`config.mk`:
```
export PLATFORM = sky130hd
export DESIGN_NAME = digit_pattern_match_counter
export DESIGN_NICKNAME = d
export VERILOG_FILES = /design/src/rtl/core/dpmc_pkg.sv /design/src/rtl/core/dpmc_window.sv /design/src/rtl/core/dpmc_track.sv /design/src/rtl/core/dpmc_outq.sv /design/src/rtl/core/digit_pattern_match_counter.sv
export SDC_FILE = /design/constraint.sdc
export NUM_CORES = 2
export LEC_CHECK = 0
export BUFFER_PORTS_ARGS = -buffer_cell sky130_fd_sc_hd__buf_2
export CORE_MARGIN = 2
export CORE_UTILIZATION = 55
export DETAILED_ROUTE_END_ITERATION = 10
export HOLD_SLACK_MARGIN = 0.08
export PLACE_DENSITY_LB_ADDON = 0.2
export SYNTH_ARGS = -nofsm -noshare
export SYNTH_HDL_FRONTEND = slang
export SYNTH_SLANG_ARGS = --single-unit
```
`constraint.sdc`:
```
create_clock -name clk -period 7.6 [get_ports clk]
set_clock_uncertainty 0.05 [all_clocks]
set_input_delay 1.52 -clock clk [delete_from_list [all_inputs] [get_ports clk]]
set_output_delay 1.52 -clock clk [all_outputs]
set_load 0.1 [all_outputs]
```
`src/rtl/core/dpmc_pkg.sv`:
```
// ----------------------------------------------------------------------------
// dpmc_pkg
// Shared types and constants of the digit pattern match counter.
// ----------------------------------------------------------------------------
package dpmc_pkg;

  localparam int DEF_MAX_PATTERN = 16;
  localparam int DEF_COUNT_BITS  = 32;

  // configuration register indexes
  localparam int CFG_IDX_W = 2;
  localparam logic [CFG_IDX_W-1:0] REG_PATTERN_DIGITS = 2'd0;
  localparam logic [CFG_IDX_W-1:0] REG_PATTERN_LENGTH = 2'd1;
  localparam logic [CFG_IDX_W-1:0] REG_REPORT_LIMIT   = 2'd2;

  localparam int PAT_W = 64;
  localparam int LEN_W = 5;
  localparam int LIM_W = 10;
  localparam logic [LIM_W-1:0] REPORT_LIMIT_RST = 10'd10;
  localparam logic [LIM_W-1:0] REPORT_MAX       = 10'd1023;

  // result kinds
  localparam logic KIND_MATCH   = 1'b0;
  localparam logic KIND_SUMMARY = 1'b1;

  localparam int IN_TDATA_W  = 8;
  localparam int OUT_TDATA_W = 104;

  // result queue
  localparam int OQ_DEPTH = 8;
  localparam int OQ_AW    = $clog2(OQ_DEPTH);
  localparam int OQ_CW    = $clog2(OQ_DEPTH + 1);

  typedef struct packed {
    logic        kind;
    logic [31:0] start;
    logic [31:0] total;
    logic [32:0] first;
    logic        last;
  } dpmc_result_t;

  // results produced by one digit, in order r0 then r1
  typedef struct packed {
    logic [1:0]   n;
    dpmc_result_t r0;
    dpmc_result_t r1;
  } dpmc_push_t;

endpackage

```
`src/rtl/core/dpmc_window.sv`:
```
// ----------------------------------------------------------------------------
// dpmc_window
// Window of recent digits and the parallel compare against the pattern.
// ----------------------------------------------------------------------------
module dpmc_window #(
  parameter int MAX_PATTERN = dpmc_pkg::DEF_MAX_PATTERN
) (
  input  logic                       clk,
  input  logic                       rst_n,
  input  logic                       step,
  input  logic                       clear,
  input  logic [3:0]                 digit,
  input  logic [dpmc_pkg::PAT_W-1:0] pattern_digits,
  input  logic [dpmc_pkg::LEN_W-1:0] pattern_length,
  output logic                       hit
);
  import dpmc_pkg::*;

  logic [3:0]             win_r   [MAX_PATTERN];
  logic [3:0]             win_nxt [MAX_PATTERN];
  logic [MAX_PATTERN-1:0] match_l;

  // window after the new digit, newest first
  always_comb begin
    win_nxt[0] = digit;
    for (int k = 1; k < MAX_PATTERN; k++) begin
      win_nxt[k] = win_r[k-1];
    end
  end

  // one compare chain per possible pattern length
  always_comb begin
    for (int l = 1; l <= MAX_PATTERN; l++) begin
      match_l[l-1] = 1'b1;
      for (int i = 0; i < l; i++) begin
        if (pattern_digits[4*i +: 4] != win_nxt[l-1-i]) begin
          match_l[l-1] = 1'b0;
        end
      end
    end
  end

  // zero length and lengths beyond the window never hit
  always_comb begin
    hit = 1'b0;
    for (int l = 1; l <= MAX_PATTERN; l++) begin
      if (LEN_W'(l) == pattern_length) begin
        hit = hit | match_l[l-1];
      end
    end
  end

  always_ff @(posedge clk) begin
    if (!rst_n) begin
      for (int k = 0; k < MAX_PATTERN; k++) begin
        win_r[k] <= 4'd0;
      end
    end else if (step) begin
      for (int k = 0; k < MAX_PATTERN; k++) begin
        win_r[k] <= clear ? 4'd0 : win_nxt[k];
      end
    end
  end

endmodule

```
`src/rtl/core/dpmc_track.sv`:
```
// ----------------------------------------------------------------------------
// dpmc_track
// Stream position, match counters and building of the result beats.
// ----------------------------------------------------------------------------
module dpmc_track #(
  parameter int COUNT_BITS = dpmc_pkg::DEF_COUNT_BITS
) (
  input  logic                       clk,
  input  logic                       rst_n,
  input  logic                       step,
  input  logic                       end_flag,
  input  logic                       hit,
  input  logic [dpmc_pkg::LEN_W-1:0] pattern_length,
  input  logic [dpmc_pkg::LIM_W-1:0] report_limit,
  output dpmc_pkg::dpmc_push_t       push
);
  import dpmc_pkg::*;

  localparam int EXT_W = (COUNT_BITS > 33) ? COUNT_BITS : 33;
  localparam logic [COUNT_BITS-1:0] CNT_MAX = '1;

  logic [COUNT_BITS-1:0] idx_r, idx_nxt;
  logic [COUNT_BITS-1:0] cnt_r, cnt_nxt;
  logic                  fv_r, fv_nxt;
  logic [COUNT_BITS-1:0] ff_r, ff_nxt;
  logic [LIM_W-1:0]      rep_r, rep_nxt;

  logic                  found;
  logic                  report;
  logic [COUNT_BITS-1:0] len_ext;
  logic [COUNT_BITS-1:0] start;
  logic [EXT_W-1:0]      start_ext, cnt_ext, ff_ext;
  dpmc_result_t          rep_beat, sum_beat;

  always_comb begin
    len_ext = COUNT_BITS'(pattern_length);
    // no match before pattern_length digits of this stream have arrived
    found   = hit && (idx_r >= len_ext - COUNT_BITS'(1));
    start   = idx_r - (len_ext - COUNT_BITS'(1));

    cnt_nxt = (found && cnt_r != CNT_MAX) ? cnt_r + COUNT_BITS'(1) : cnt_r;
    fv_nxt  = fv_r | found;
    ff_nxt  = (found && !fv_r) ? start : ff_r;
    report  = found && (rep_r < report_limit);
    rep_nxt = (report && rep_r != REPORT_MAX) ? rep_r + LIM_W'(1) : rep_r;
    idx_nxt = (idx_r != CNT_MAX) ? idx_r + COUNT_BITS'(1) : idx_r;

    start_ext = EXT_W'(start);
    cnt_ext   = EXT_W'(cnt_nxt);
    ff_ext    = EXT_W'(ff_nxt);

    rep_beat.kind  = KIND_MATCH;
    rep_beat.start = start_ext[31:0];
    rep_beat.total = 32'd0;
    rep_beat.first = 33'd0;
    rep_beat.last  = !end_flag;

    sum_beat.kind  = KIND_SUMMARY;
    sum_beat.start = 32'd0;
    sum_beat.total = cnt_ext[31:0];
    sum_beat.first = fv_nxt ? ff_ext[32:0] : '1;
    sum_beat.last  = 1'b1;

    push.n  = step ? (2'(report) + 2'(end_flag)) : 2'd0;
    push.r0 = report ? rep_beat : sum_beat;
    push.r1 = sum_beat;
  end

  always_ff @(posedge clk) begin
    if (!rst_n) begin
      idx_r <= '0;
      cnt_r <= '0;
      fv_r  <= 1'b0;
      ff_r  <= '0;
      rep_r <= '0;
    end else if (step) begin
      if (end_flag) begin
        idx_r <= '0;
        cnt_r <= '0;
        fv_r  <= 1'b0;
        ff_r  <= '0;
        rep_r <= '0;
      end else begin
        idx_r <= idx_nxt;
        cnt_r <= cnt_nxt;
        fv_r  <= fv_nxt;
        ff_r  <= ff_nxt;
        rep_r <= rep_nxt;
      end
    end
  end

endmodule

```
`src/rtl/core/dpmc_outq.sv`:
```
// ----------------------------------------------------------------------------
// dpmc_outq
// Result queue: takes up to two beats per cycle, sends one per cycle when pop_ready.
// ----------------------------------------------------------------------------
module dpmc_outq (
  input  logic                         clk,
  input  logic                         rst_n,
  input  dpmc_pkg::dpmc_push_t         push,
  input  logic                         pop_ready,
  output logic                         pop_valid,
  output dpmc_pkg::dpmc_result_t       head,
  output logic [dpmc_pkg::OQ_CW-1:0]   fill
);
  import dpmc_pkg::*;

  dpmc_result_t      q_r [OQ_DEPTH];
  logic [OQ_AW-1:0]  wp_r, wp_nxt;
  logic [OQ_AW-1:0]  rp_r, rp_nxt;
  logic [OQ_CW-1:0]  cnt_r, cnt_nxt;
  logic              pop;

  always_comb begin
    pop       = (cnt_r != '0) && pop_ready;
    pop_valid = (cnt_r != '0);
    head      = q_r[rp_r];
    fill      = cnt_r;
    wp_nxt    = wp_r + OQ_AW'(push.n);
    rp_nxt    = pop ? rp_r + OQ_AW'(1) : rp_r;
    cnt_nxt   = cnt_r + OQ_CW'(push.n) - OQ_CW'(pop);
  end

  always_ff @(posedge clk) begin
    if (push.n != 2'd0) begin
      q_r[wp_r] <= push.r0;
    end
    if (push.n == 2'd2) begin
      q_r[wp_r + OQ_AW'(1)] <= push.r1;
    end
  end

  always_ff @(posedge clk) begin
    if (!rst_n) begin
      wp_r  <= '0;
      rp_r  <= '0;
      cnt_r <= '0;
    end else begin
      wp_r  <= wp_nxt;
      rp_r  <= rp_nxt;
      cnt_r <= cnt_nxt;
    end
  end

endmodule

```
`src/rtl/core/digit_pattern_match_counter.sv`:
```
// ----------------------------------------------------------------------------
// digit_pattern_match_counter
// Counts overlapping occurrences of a digit pattern in a digit stream.
// ----------------------------------------------------------------------------
//  channel  dir  tdata                              tuser        tlast
//  in_      in   [3:0] digit                        -            stream_end
//  out_     out  [31:0] match_start,                 result_kind  run_last
//                [63:32] match_total,
//                [96:64] first_match_res
//  cfg_     in   cfg_index selects register, cfg_data holds value (always ready)
//
//  One digit is accepted per cycle while in_tready is high; it is held in the input
//  register, and its result beats enter the 8-entry result queue the next edge.
//  The output sends one beat per cycle, so a run of digits that each give two
//  beats, or a stalled out_tready, throttles in_tready through the queue fill.
//  Reset is synchronous; no clearing pass, the block is ready right after it.
// ----------------------------------------------------------------------------
module digit_pattern_match_counter #(
  parameter int MAX_PATTERN = dpmc_pkg::DEF_MAX_PATTERN,
  parameter int COUNT_BITS  = dpmc_pkg::DEF_COUNT_BITS
) (
  input  logic                             clk,
  input  logic                             rst_n,
  // input beats
  input  logic                             in_tvalid,
  output logic                             in_tready,
  input  logic [dpmc_pkg::IN_TDATA_W-1:0]  in_tdata,   // [3:0] digit
  input  logic                             in_tlast,   // stream_end
  // result beats
  output logic                             out_tvalid,
  input  logic                             out_tready,
  output logic [dpmc_pkg::OUT_TDATA_W-1:0] out_tdata,  // match_start, match_total,
                                                       // first_match_res
  output logic                             out_tuser,  // result_kind
  output logic                             out_tlast,  // run_last
  // configuration writes
  input  logic                             cfg_valid,
  output logic                             cfg_ready,
  input  logic [dpmc_pkg::CFG_IDX_W-1:0]   cfg_index,
  input  logic [dpmc_pkg::PAT_W-1:0]       cfg_data
);
  import dpmc_pkg::*;

  logic [PAT_W-1:0]  pat_r;
  logic [LEN_W-1:0]  len_r;
  logic [LIM_W-1:0]  lim_r;

  logic              s1_valid_r;
  logic [3:0]        s1_digit_r;
  logic              s1_end_r;

  logic              in_acc;
  logic              hit;
  dpmc_push_t        push;
  dpmc_result_t      head;
  logic [OQ_CW-1:0]  fill;
  logic [OQ_CW:0]    reserved;

  // keep room for two beats from the digit in flight and two from a new one
  always_comb begin
    reserved  = {1'b0, fill} + (s1_valid_r ? (OQ_CW+1)'(2) : '0);
    in_tready = (reserved <= (OQ_CW+1)'(OQ_DEPTH - 2));
    in_acc    = in_tvalid && in_tready;
    cfg_ready = 1'b1;
  end

  always_ff @(posedge clk) begin
    if (!rst_n) begin
      pat_r <= '0;
      len_r <= '0;
      lim_r <= REPORT_LIMIT_RST;
    end else if (cfg_valid && cfg_ready) begin
      unique case (cfg_index)
        REG_PATTERN_DIGITS: pat_r <= cfg_data;
        REG_PATTERN_LENGTH: len_r <= cfg_data[LEN_W-1:0];
        REG_REPORT_LIMIT:   lim_r <= cfg_data[LIM_W-1:0];
        default: ;
      endcase
    end
  end

  always_ff @(posedge clk) begin
    if (!rst_n) begin
      s1_valid_r <= 1'b0;
    end else begin
      s1_valid_r <= in_acc;
    end
  end

  always_ff @(posedge clk) begin
    if (in_acc) begin
      s1_digit_r <= in_tdata[3:0];
      s1_end_r   <= in_tlast;
    end
  end

  dpmc_window #(
    .MAX_PATTERN (MAX_PATTERN)
  ) u_window (
    .clk            (clk),
    .rst_n          (rst_n),
    .step           (s1_valid_r),
    .clear          (s1_end_r),
    .digit          (s1_digit_r),
    .pattern_digits (pat_r),
    .pattern_length (len_r),
    .hit            (hit)
  );

  dpmc_track #(
    .COUNT_BITS (COUNT_BITS)
  ) u_track (
    .clk            (clk),
    .rst_n          (rst_n),
    .step           (s1_valid_r),
    .end_flag       (s1_end_r),
    .hit            (hit),
    .pattern_length (len_r),
    .report_limit   (lim_r),
    .push           (push)
  );

  dpmc_outq u_outq (
    .clk       (clk),
    .rst_n     (rst_n),
    .push      (push),
    .pop_ready (out_tready),
    .pop_valid (out_tvalid),
    .head      (head),
    .fill      (fill)
  );

  always_comb begin
    out_tdata = {(OUT_TDATA_W - 97)'(0), head.first, head.total, head.start};
    out_tuser = head.kind;
    out_tlast = head.last;
  end

endmodule

```
# Yosys cells after proc, flatten, opt, wreduce, memory -nomap -nowiden
# Memories as Yosys holds them, arrays and structs flattened. A register that Yosys moved wholly into a read port is not among the register bits.
# Cells that the tools add are included.
# word_totals
regBits	202
ram_bits	856
input_bits	80
out_inout_bits	109
elab_cells	447
mem_count	2
# classes
addsub	12
order_cmp	3
eq_ne	158
mux	207
bitwise_logic	32
n_reduce_logical	19
# memory_table
memory	words	width	read_ports	rd_ports_with_merged_regs	wr	line_no	rtl
u_outq.q_r	8	99	1	1	2	dpmc_outq.sv:16	dpmc_result_t q_r [OQ_DEPTH];
u_window.win_r	16	4	15	0	16	dpmc_window.sv:19	logic [3:0] win_r [MAX_PATTERN];
# op_table
operator	n
4-bit != test	136
32-bit 2-to-1 mux	6
1-bit 2-to-1 mux	161
4-bit 2-to-1 mux	32
99-bit 2-to-1 mux	1
32-bit by 1-bit adder with 32-bit output, second input constant	2
32-bit != test, second input constant	2
4-bit by 5-bit equality test with 1-bit output, first input constant	8
33-bit 2-to-1 mux	1
32-bit greater-or-equal comparator	1
1-bit bitwise OR	32
32-bit subtractor	1
3-bit by 5-bit equality test with 1-bit output, first input constant	4
10-bit 2-to-1 mux	2
10-bit by 1-bit adder with 10-bit output, second input constant	1
2-bit by 5-bit equality test with 1-bit output, first input constant	2
10-bit < comparator	1
10-bit != test, second input constant	1
2-bit AND reduction	5
1-bit logical AND	7
3-bit by 1-bit adder with 3-bit output, second input constant	2
3-bit 2-to-1 mux	2
2-bit nonzero test	3
5-bit by 1-bit subtractor with 6-bit output, second input constant	1
other kinds (14)	17

# Depth between registers and ports, before layout
# An unclocked memory read counts as a cell.
# logic_depth
word_depth	41
depth_mapped	27
depth_no_buf	22

# Modules after synthesis
# From an unflattened synthesis, not the netlist that was laid out.
# hier_totals
cells_unflattened	4809
area_unflattened_um2	61265.0
# by_module_without_submodules
mod	n_inst	cells_each	area_per_inst_um2	seq_area_each_um2
dpmc_outq	1	2111	39745.6	24043.1
dpmc_track	1	1271	9370.2	2142.1
dpmc_window	1	1064	9054.9	1801.7
digit_pattern_match_counter	1	363	3094.2	1751.7

# Worst setup path after synthesis
# Ideal clock, no wire load.
# synth_path
path_type	reg-to-reg
startpoint	reg len_r[4]
endpoint	mem u_outq.q_r[2][10] (netlist bit) (enable)
setup_time_ps	420
arrival_time_ps	6397
required_time_ps	7130
path_slack_ps	734
stages_incl_launch_ff	24
path_buffers	7
synth_period_minus_slack_ps	6866
cell_sequence	dfxtp_1 buf_2 nor3_1 nand2_1 ha_1 clkbuf_1 nand2_1 o41ai_1 a31oi_1 o211ai_1 o311ai_1 nor2b_1 clkbuf_1 nor3_4 buf_4 buf_2 ha_1 clkbuf_1 nand2_1 nor3b_1 nand3_1 and2_1 clkbuf_1 inv_1
# synth_lines
item	line_no	rtl
start: declaration	digit_pattern_match_counter.sv:45	logic [LEN_W-1:0] len_r;
start signal: assignment	digit_pattern_match_counter.sv:75	REG_PATTERN_LENGTH: len_r <= cfg_data[LEN_W-1:0];
end: declaration	dpmc_outq.sv:16	

==> impl_metrics.json <==
{
  "run_status": "completed",
  "count_of_flip_flops_with_a_built_in_enable_after_synthesis": 585,
  "place.port_buffers": 176,
  "remaining_routing_drc_violations": 0,
  "total_net_switching_power_mw": 5.38,
  "main_flop_type_after_synthesis": "edfxtp_1",
  "async_flop_share_pct": 0,
  "met2_wirelength_um": 78600,
  "core_sq_um": 100000,
  "seqPwrFrac_pct": 40.6,
  "initial_standard_cell_utilization_of_the_core_pct": 55.4,
  "final.setup.worst_slack_ns": 0.811,
  "die_x_um": 321,
  "wirelength_um": 178000,
  "path_clk_slew_ns": 0.06,
  "switching_share_pct": 33.8,
  "ys_seq_elements": 1057,
  "dpl_worst_slack_ns": 1.01,
  "internal-power_mw": 10.5,
  "cp-start-kind": "register",
  "layout_common_cells": "edfxtp_1, nand2_1, dfxtp_1, nor2_1, xor2_1",
  "rsz0062_at_grt": "false",
  "final_antenna_net_count": 0,
  "cap_viol_max_count": 0,
  "drive_gt1_share_pct": 17.2,
  "number_of_global_route_vias_before_repair": 41100,
  "finalHoldViolations": 0,
  "power_density_nw_per_um2": 261,
  "maxClockFrequency_ghz": 0.147,
  "worstPathArrival_ns": 7.08,
  "clock_path_buffers": 3,
  "cts_hold_buf": 0,
  "min_path_type": "reg -> reg",
  "met3_length_um": 18100,
  "grt_antenna_before_repair": 8,
  "cts.root.buffer_cell": "clkbuf_16",
  "finalCoreUtilization_pct": 61.0,
  "wire_per_inst_um": 27.1,
  "drt_first_pass_iters": 8,
  "yosys.cell_types.count": 89,
  "die_area_sq_um": 103000,
  "syn-cell-area_sq_um": 55400,
  "timing.max_slew.rel_slack_pct": 15.5,
  "grt.overflow.total": 0,
  "gp_congestion": 1.06,
  "chipHeight_um": 321,
  "floorplan.io_pins": 189,
  "post_route_fraction_of_the_period_consumed_by_the_critical_path_pct": 89.3,
  "post-cts-setup-buffer-count": 0,
  "later_pin_clock_latency_in_the_skew_report_ns": 0.74,
  "layout_min_cycle_time_ns": 6.79,
  "vias": 42300,
  "vdd_ir_drop_max_v": 0.000272,
  "timing.critical_path.to_type": "register",
  "portion_of_total_power_attributed_to_combinational_logic_pct": 24.3,
  "tritoncts": "yes",
  "totalNegativeSetupSlack_ns": 0,
  "first_pass_grt_wire_length_um": 263000,
  "place.detailed.instances": 6335,
  "count_of_cells_resized_by_post_cts_repair": 0,
  "clkSinkCount": 1057,
  "slew_viol_final": 0,
  "finalNonFillerCells": 6550,
  "highest_layer": "met5",
  "synthesized_instance_count": 5148,
  "layout_commonest_cell": "edfxtp_1",
  "layout-area-overhead-vs-synth_pct": 10.1,
  "place.detailed.hpwl_um": 114000,
  "m1WireLength_um": 71500,
  "total_cts_buffers": 110,
  "critPathMaxFanout": 29,
  "grt_start_max_net_pins": 119,
  "worst_slew_pin_slew_ns": 1.25,
  "number_of_h_tree_branching_levels": 3,
  "floorplan_row_count": 116,
  "nets": 5294,
  "detailedRoute.firstIterationViolations": 4773,
  "synthesis.area_per_instance_sq_um": 10.8,
  "grt_usage_pct": 34.1,
  "synth_seq_area_share_pct": 48.8,
  "critical_path_class": "reg -> reg",
  "leakagePower_nw": 21.7,
  "vias_per_cell": 6.45,
  "clock_power_share_pct": 35.1,
  "setup_viol_count_final": 0,
  "synthesis.yosys.warnings": 0,
  "required_ns": 7.89
}
-- worst paths after layout --
check             slack [ns]  cells after the start               from           endpoint
hold reg to reg         0.39                      2  u_outq.q_r[6][98]  u_outq.q_r[6][98]
setup reg to reg        0.81                     22           len_r[2]  u_outq.q_r[3][35]
setup / recovery        0.81                     22           len_r[2]  u_outq.q_r[3][35]
hold / removal          0.39                      2  u_outq.q_r[6][98]  u_outq.q_r[6][98]
-- state kept, by name, summed over array words and instances, names as in the netlist, named ones only --
register	cells
s1_valid_r	1
u_track.idx_r	32
u_outq.wp_r	3
u_track.rep_r	10
s1_end_r	1
u_track.ff_r	32
u_outq.fill	4
s1_digit_r	4
lim_r	10
u_outq.q_r	792
pat_r	64
u_window.win_r	60
u_track.cnt_r	32
u_outq.rp_r	3
len_r	5
u_track.fv_r	1
-- synthesized netlist by cell type, types with 27 or more instances --
cell type  number  area [sq um]
nor2_1        428          1610
and2_1         45           282
nand3_1        76           380
ha_1           62           776
clkbuf_1      201           754
or3_1          27           169
a21oi_1       204          1020
buf_1          41           154
o21ai_0       290          1450
dfxtp_1       472          9450
nor3_1         93           465
buf_2         137           686
nand2_1       571          2140
buf_4          45           338
mux2_2        100          1130
nor4_1        161          1010
xor2_1        314          2750
nand4_1       154           963
xnor2_1       302          2650
mux4_2        198          4460
edfxtp_1      585         17600
and3_1         72           450
a22o_1         28           245
a21boi_0       69           518
inv_1          47           176
nand2b_1       37           231
nor2b_1        37           231
-- per-layer routing --
| metal | track usage [%] | vias up |
|---|---|---|
| li1 | - | 18700 |
| met1 | 46.6 | 20700 |
| met2 | 52.1 | 2294 |
| met3 | 7.03 | 587 |
| met4 | 16.2 | 2 |
| met5 | 0 | - |
-- cell families after synthesis --
family | after synthesis | share of synthesized area [%]
adder cells (fa/ha/maj) | 65 | 1.51
AO/OA/AOI/OAI | 794 | 9.30
flip-flops | 1057 | 48.8
XOR/XNOR | 623 | 9.94
multiplexers | 321 | 10.5
AND/OR/NAND/NOR | 1799 | 15.8
other | 2 | 0.0136
buffers and inverters | 487 | 4.12
-- cell type report --
type | count | area (sq um)
clock buffer | 146 | 3050
inverter | 48 | 190
fill | 8162 | 39000
antenna | 5 | 12.5
tap | 1298 | 1620
multi-input combinational | 3610 | 26300
sequential | 1057 | 27000
timing repair buffer | 322 | 2080
clock inverter | 64 | 716
-- critical path: stages (launching register included) --
cell and delay, ns:
dfxtp_1 0.29, buf_4 0.19, nor2_1 0.37, nand2_1 0.10, buf_4 0.26, ha_1 0.47
nand2_1 0.13, nor2_1 0.40, nand2_1 0.15, nor3_1 0.34, o311ai_1 0.18, nor2b_1 0.16
buf_4 0.20, nor3_4 0.25, ha_1 0.45, nand2_1 0.32, inv_1 0.20, nor2_1 0.09
nor2_1 0.28, and3_1 0.32, a21oi_4 0.05, clkinv_2 0.54, buf_4 0.55
-- stage by stage --
| stage | hold slack, ns | power, mW | area (sq um) |
|---|---|---|---|
| after floorplan | 0.368 | 9.50 | 55400 |
| after global placement | 0.379 | 10.4 | 57200 |
| after detailed placement | 0.383 | 10.4 | 57200 |
| after CTS | 0.393 | 15.9 | 61000 |
| after global routing | 0.418 | 16.4 | 61000 |
| final | 0.392 | 15.9 | 61000 |
-- power groups by stage --
stage	registers [mW]	logic (mW)	clock network, mW
CTS	6.44	3.86	5.63
global route	6.45	4.06	5.85
global placement	6.56	3.84	0
detailed placement	6.56	3.85	0
finish	6.46	3.87	5.58
floorplan	6.29	3.22	0
(Power assumes the default switching activity.)
